[src/hdl/message_ring_queue_overwrite_oldest_macros.svh]
// ----------------------------------------------------------------------------
// message ring queue assertion macros
// concurrent checks clocked on clk, disabled during rst
// ----------------------------------------------------------------------------
`ifndef MESSAGE_RING_QUEUE_OVERWRITE_OLDEST_MACROS_SVH
`define MESSAGE_RING_QUEUE_OVERWRITE_OLDEST_MACROS_SVH

// same-cycle implication
`define MRQ_ASSERT(label, ante, cons, msg) \
  label: assert property (@(posedge clk) disable iff (rst) (ante) |-> (cons)) \
    else $error(msg);

// next-cycle implication
`define MRQ_ASSERT_NEXT(label, ante, cons, msg) \
  label: assert property (@(posedge clk) disable iff (rst) (ante) |=> (cons)) \
    else $error(msg);

`endif

[src/hdl/mrq_pkg.sv]
// ----------------------------------------------------------------------------
// mrq_pkg
// shared types and constants of the message ring queue
// ----------------------------------------------------------------------------
`timescale 1ns / 1ps
`default_nettype none

package mrq_pkg;

  localparam int DATA_W     = 8;
  localparam int IDX_W      = 8;
  localparam int HEAD_LEN_W = 9;
  localparam int TAIL_W     = 3;
  localparam int S_TDATA_W  = 16;
  localparam int S_TUSER_W  = 2;
  localparam int M_TDATA_W  = 24;
  localparam int M_TUSER_W  = 2;

  typedef enum logic [1:0] {
    REQ_WRITE = 2'd0,
    REQ_READ  = 2'd1,
    REQ_DROP  = 2'd2,
    REQ_NONE  = 2'd3
  } req_type_t;

  typedef enum logic [1:0] {
    ST_OK        = 2'd0,
    ST_EMPTY     = 2'd1,
    ST_TOO_LONG  = 2'd2,
    ST_OVERWRITE = 2'd3
  } status_t;

  typedef struct packed {
    req_type_t          req_type;
    logic [DATA_W-1:0]  data_byte;
    logic               last_byte;
    logic [IDX_W-1:0]   byte_index;
  } req_t;

  typedef struct packed {
    logic [DATA_W-1:0]     read_byte;
    logic [HEAD_LEN_W-1:0] head_length;
    status_t               status;
    logic                  is_empty;
    logic                  is_full;
    logic [TAIL_W-1:0]     tail_slot;
  } res_t;

  // memory strobes from the sequencer to the store
  typedef struct packed {
    logic byte_we;
    logic byte_re;
    logic len_we;
    logic len_re;
  } mem_cmd_t;

endpackage

`default_nettype wire

[src/hdl/mrq_ctrl.sv]
// ----------------------------------------------------------------------------
// mrq_ctrl
// ring pointers, write assembly and request sequencer
// ----------------------------------------------------------------------------
`timescale 1ns / 1ps
`default_nettype none

`include "message_ring_queue_overwrite_oldest_macros.svh"

module mrq_ctrl
  import mrq_pkg::*;
#(
  parameter int SLOTS     = 8,
  parameter int MSG_BYTES = 256,
  localparam int PTR_W    = $clog2(SLOTS),
  localparam int OFF_W    = (MSG_BYTES > 1) ? $clog2(MSG_BYTES) : 1,
  localparam int CNT_W    = $clog2(MSG_BYTES + 1)
) (
  input  wire logic              clk,
  input  wire logic              rst,
  input  wire logic              in_valid,
  output logic                   in_ready,
  input  wire req_t              in_req,
  input  wire logic              out_free,
  output logic                   res_valid,
  output res_t                   res,
  output mem_cmd_t               mem_cmd,
  output logic      [PTR_W-1:0]  byte_slot,
  output logic      [OFF_W-1:0]  byte_off,
  output logic      [DATA_W-1:0] byte_wdata,
  input  wire logic [DATA_W-1:0] byte_rdata,
  output logic      [PTR_W-1:0]  len_waddr,
  output logic      [CNT_W-1:0]  len_wdata,
  output logic      [PTR_W-1:0]  len_raddr,
  input  wire logic [CNT_W-1:0]  len_rdata
);

  localparam int CMP_W = (CNT_W > IDX_W) ? CNT_W : IDX_W;

  typedef enum logic {IDLE, BUSY} state_t;

  state_t           state;
  logic [PTR_W-1:0] head, head_next;
  logic [PTR_W-1:0] tail, tail_next;
  logic [CNT_W-1:0] cnt, cnt_next, cnt_cmt;
  logic             ovf, ovf_next, ovf_cmt;
  logic [CNT_W-1:0] head_len, head_len_next;
  logic             rd_pend, rd_pend_next;
  logic             len_pend, len_pend_next;
  status_t          status_q, status_next;

  logic             fire;
  logic             empty_now, full_now;
  logic [PTR_W-1:0] wslot, hslot;
  logic [CNT_W-1:0] cur_len;

  function automatic logic [PTR_W-1:0] nxt(input logic [PTR_W-1:0] p);
    return (p == PTR_W'(SLOTS - 1)) ? '0 : p + 1'b1;
  endfunction

  assign in_ready  = (state == IDLE) && out_free;
  assign fire      = in_valid && in_ready;
  assign empty_now = (head == tail);
  assign full_now  = (nxt(tail) == head);
  assign wslot     = nxt(tail);
  assign hslot     = nxt(head);
  assign byte_wdata = in_req.data_byte;

  always_comb begin
    head_next     = head;
    tail_next     = tail;
    cnt_next      = cnt;
    ovf_next      = ovf;
    cnt_cmt       = cnt;
    ovf_cmt       = ovf;
    head_len_next = head_len;
    rd_pend_next  = 1'b0;
    len_pend_next = 1'b0;
    status_next   = ST_OK;
    mem_cmd       = '0;
    byte_slot     = wslot;
    byte_off      = OFF_W'(cnt);
    len_waddr     = wslot;
    len_raddr     = nxt(hslot);

    // refreshed head length lands while busy
    if (state == BUSY && len_pend) begin
      head_len_next = len_rdata;
    end

    if (fire) begin
      case (in_req.req_type)
        REQ_WRITE: begin
          if (cnt < CNT_W'(MSG_BYTES)) begin
            mem_cmd.byte_we = 1'b1;
            cnt_cmt         = cnt + 1'b1;
          end else begin
            ovf_cmt = 1'b1;
          end
          if (in_req.last_byte) begin
            if (ovf_cmt) begin
              status_next = ST_TOO_LONG;
            end else begin
              mem_cmd.len_we = 1'b1;
              tail_next      = wslot;
              if (full_now) begin
                head_next   = hslot;
                status_next = ST_OVERWRITE;
                // new head may be the slot committed right now
                if (nxt(hslot) == wslot) begin
                  head_len_next = cnt_cmt;
                end else begin
                  mem_cmd.len_re = 1'b1;
                  len_pend_next  = 1'b1;
                end
              end else if (empty_now) begin
                head_len_next = cnt_cmt;
              end
            end
            cnt_next = '0;
            ovf_next = 1'b0;
          end else begin
            cnt_next = cnt_cmt;
            ovf_next = ovf_cmt;
          end
        end
        REQ_READ: begin
          if (empty_now) begin
            status_next = ST_EMPTY;
          end else begin
            byte_slot = hslot;
            byte_off  = OFF_W'(in_req.byte_index);
            if (CMP_W'(in_req.byte_index) < CMP_W'(head_len) &&
                CMP_W'(in_req.byte_index) < CMP_W'(MSG_BYTES)) begin
              mem_cmd.byte_re = 1'b1;
              rd_pend_next    = 1'b1;
            end
          end
        end
        REQ_DROP: begin
          if (empty_now) begin
            status_next = ST_EMPTY;
          end else begin
            head_next = hslot;
            if (hslot != tail) begin
              mem_cmd.len_re = 1'b1;
              len_pend_next  = 1'b1;
            end
          end
        end
        default: begin
        end
      endcase
    end

    len_wdata = cnt_cmt;
  end

  // result is formed from the already updated pointers
  assign cur_len   = len_pend ? len_rdata : head_len;
  assign res_valid = (state == BUSY);

  always_comb begin
    res.read_byte   = rd_pend ? byte_rdata : '0;
    res.head_length = empty_now ? '0 : HEAD_LEN_W'(cur_len);
    res.status      = status_q;
    res.is_empty    = empty_now;
    res.is_full     = full_now;
    res.tail_slot   = TAIL_W'(tail);
  end

  always_ff @(posedge clk) begin
    if (rst) begin
      state    <= IDLE;
      head     <= '0;
      tail     <= '0;
      cnt      <= '0;
      ovf      <= 1'b0;
      rd_pend  <= 1'b0;
      len_pend <= 1'b0;
    end else begin
      case (state)
        IDLE:    state <= fire ? BUSY : IDLE;
        BUSY:    state <= IDLE;
        default: state <= IDLE;
      endcase
      head     <= head_next;
      tail     <= tail_next;
      cnt      <= cnt_next;
      ovf      <= ovf_next;
      rd_pend  <= rd_pend_next;
      len_pend <= len_pend_next;
    end
  end

  always_ff @(posedge clk) begin
    head_len <= head_len_next;
    if (fire) begin
      status_q <= status_next;
    end
  end

  `MRQ_ASSERT_NEXT(a_fire_gives_result, fire, res_valid, "accepted item gave no result")
  `MRQ_ASSERT(a_ovf_only_when_full_slot, ovf, cnt == CNT_W'(MSG_BYTES), "overflow below slot size")
  `MRQ_ASSERT_NEXT(a_read_keeps_ptrs, fire && in_req.req_type == REQ_READ, (head == $past(head)) && (tail == $past(tail)), "read moved a pointer")
  `MRQ_ASSERT(a_one_byte_access, 1'b1, !(mem_cmd.byte_we && mem_cmd.byte_re), "byte memory read and write together")

endmodule

`default_nettype wire
[config.mk]
export PLATFORM = sky130hd
export DESIGN_NAME = mrq_ctrl
export DESIGN_NICKNAME = d
export VERILOG_FILES = /design/src/hdl/mrq_pkg.sv /design/src/hdl/mrq_ctrl.sv
export VERILOG_INCLUDE_DIRS = /design/src /design/src/hdl
export SDC_FILE = /design/constraint.sdc
export NUM_CORES = 1
export LEC_CHECK = 0
export ABC_AREA = 1
export BUFFER_PORTS_ARGS = -buffer_cell sky130_fd_sc_hd__clkbuf_2
export CAP_MARGIN = 10
export CORE_ASPECT_RATIO = 1.4
export CORE_MARGIN = 4
export CORE_UTILIZATION = 54
export CTS_BUF_LIST = sky130_fd_sc_hd__clkbuf_4
export CTS_CLUSTER_SIZE = 28
export DETAILED_ROUTE_END_ITERATION = 8
export GPL_ROUTABILITY_DRIVEN = 0
export PLACE_DENSITY = 0.95
export SLEW_MARGIN = 20
export SYNTH_ARGS = -nofsm -noshare
export SYNTH_HDL_FRONTEND = slang
export SYNTH_SLANG_ARGS = --single-unit
[constraint.sdc]
create_clock -name clk -period 3.8 [get_ports clk]
set_input_delay 0.38 -clock clk [delete_from_list [all_inputs] [get_ports clk]]
set_output_delay 0.38 -clock clk [all_outputs]
set_load 0.1 [all_outputs]
==> impl_results.md <==
* Cell variety after synth at 31
* Final setup violation count at 0
* Total track usage at 0.240
* Cells after synthesis at 405
* Fin cells at 542
* Post-CTS setup buffer count at 0
* Critical Path Fanout Max at 5
* Die X at 65.6 um
* Area of the core at 0.00450 sq mm
* Syn_area_per_cell at 6.20 sq um
* Total of max-cap violations at 0
* Area of the multi-input gates at 0.00154 sq mm
* Yosys warnings at 0
* Rel. slew slack at 0.512
* Worst setup EP type: primary output
* Layout cells sized above 1 at 0.235
* Initial drt markers at 165
* Setup crit start kind: flip-flop
* Vias at 2,841
* CP required at 3.42 ns
* RSZ-0062 raised after global routing: no
* Post-synthesis cell area at 0.00251 sq mm
* Post-CTS Resized at 0
* Die height at 88.7 um
* Most common cell after layout, fill and taps aside: nand2_1
* DP Wirelength at 5.69 mm
* Peak VDD IR at 0.162 mV
* Pwr Density at 321 mW/mm^2
* Slowest-stage cell, CP: clkbuf_2
* CTS tree: done
* Largest net degree at the start of global routing at 20
* Syn Nets at 463
* Clock root cell: clkbuf_4
* I/O pins at 104
* Hold slack final at 0.304 ns
* CTS Sinks at 30
* Maximum buffer depth of the clock tree at 2
* Sequential share of the synthesized area at 0.247
* Final Slew Violations at 0
* Total Wirelength at 6.94 mm
* Reg2Reg Setup Slack at 1.37 ns
* Gr ovfl total at 0
* H-tree depth at 2
* Port Buf Inserts at 87
* Num CTS Buffers at 5
* Hold Path Class: input pin to flip-flop
* Crit path time final at 3.30 ns
* TNS Setup at 0 ns
* Setup Skew at 0.0121 ns
* First-pass GRT wire length at 11.0 mm
* Vias/cell at 5.24
* Nets@finish at 538
* CP Cell Sequence: ha_1 -> ha_1 -> inv_1 -> nand2_1 -> inv_1 -> ha_1 -> ha_1 -> xnor2_1 -> nand3_1 -> nand2b_1 -> nand4_1 -> a21oi_2 -> clkbuf_2
* Most used cell, CP: ha_1
* Clock transition at the registers of the reported paths at 0.09 ns
* Setup CP Type: flip-flop to primary output
* Arr. time, crit path at 2.92 ns
* Most frequent cells in the layout: nand2_1 (132), clkbuf_2 (87), inv_1 (55), nor2_1 (31), a21oi_1 (29)
* Status: completed
* Ant. Diodes at 0
* Sequential cell area at 621 sq um
* # fillers at 429
* Clock latency on the worst-skew pair at 0.34 ns
* Vias in the first global route at 2,665
* Initial Util at 0.558
* Fmax at 0.303 GHz
* Drt drc at 0
* Initial antenna violation count at 0
* Drt wl/cell at 12.8 um
* Std-Cell Rows at 29
* Part of the cycle the worst path needs at 0.868
* Max incr delay on CP at 0.46 ns
* Worst-Margin Slew at 0.725 ns
* Overall Power at 0.000950 W
* P&R area growth vs syn at 18.0%
* Number of register bits inferred by synthesis at 30
* Drt pass-1 iters at 5
* Placed Cells incl. Taps at 535
* Cts hold-fix bufs at 0
* Total Die Area at 0.00582 sq mm
* Hold Vio Cnt, Final at 0
* Routed Antenna Nets at 0
* Leak Pwr at 1.71 nW
==> area by class of cell <==
cell class / instances / area share
Multi-Input combinational cell: 295 / 0.521
Inverter: 60 / 0.0760
Timing Repair Buffer: 88 / 0.150
Tap cell: 62 / 0.0262
Clock buffer: 7 / 0.0177
Sequential cell: 30 / 0.210
==> Yosys cell counts, drive strengths merged <==
cell type  instances  area [sq um]
a21oi             30           150
xor2               6          52.6
and2               1          6.26
nor3               4          31.3
o21ai             28           151
nand2            134           513
ha                18           225
nand4              5          31.3
nor2              35           154
nand3             24           143
dfxtp             28           561
clkbuf             3          11.3
nand2b             1          6.26
inv               60           225
edfxtp             2          60.1
or2                2          12.5
buf               17           116
xnor2              6          52.6
o211ai             1          7.51
==> where the power goes <==
group | leakage (nW) | switching, W | internal [W] | total (W)
registers | 0.248 | 0.00000965 | 0.000343 | 0.000353
logic | 1.43 | 0.000309 | 0.0000933 | 0.000402
clock network | 0.0322 | 0.000111 | 0.0000839 | 0.000195
==> state kept, by name, summed over array words and instances (netlist names) <==
signal	cells
cnt	9
head_len	9
head	3
tail	3
status_q	2
len_pend	1
ovf	1
rd_pend	1
res_valid	1
==> stage by stage <==
stage | util | cell area [sq um] | worst slack, ns
floorplan | - | 2520 | -0.536
global placement | 0.647 | 2910 | 0.992
detailed placement | 0.647 | 2910 | 0.877
CTS | 0.658 | 2960 | 0.504
global route | 0.658 | 2960 | 0.353
finish | 0.658 | 2960 | 0.501
==> logic make-up after synthesis <==
kind of cell / after synthesis / share of synthesized area
and+or+nand+nor: 206 / 0.357
AOI/OAI and AO/OA: 59 / 0.123
DFF: 30 / 0.247
xor gates and xnor gates: 12 / 0.0419
adders and majority gates: 18 / 0.0897
buffers and inverters: 80 / 0.141
==> layer usage <==
metal	track usage	part of all wire	vias to the layer above
li1	-	-	1416
met1	0.241	0.38	1236
met2	0.437	0.49	147
met3	0.0546	0.081	42
met4	0.157	0.051	0
met5	0	0	-
==> final timing paths <==
check	from	to	depth (start not counted)
max	head[0]	mem_cmd[0]	13
min	rst	cnt[2]	2
max reg2reg	head[0]	head_len[5]	14
min reg2reg	ovf	ovf	2
==> worst max-delay path: cells and delay by family (launching register included) <==
kind            cells  cell delay, ns
simple gates        4            0.44
fa+ha+maj           4            0.83
compound gates      1            0.15
flops               1            0.43
xor+xnor            1            0.13
buf+inv             3            0.60
No activity file was read; power rests on OpenSTA's default activity.
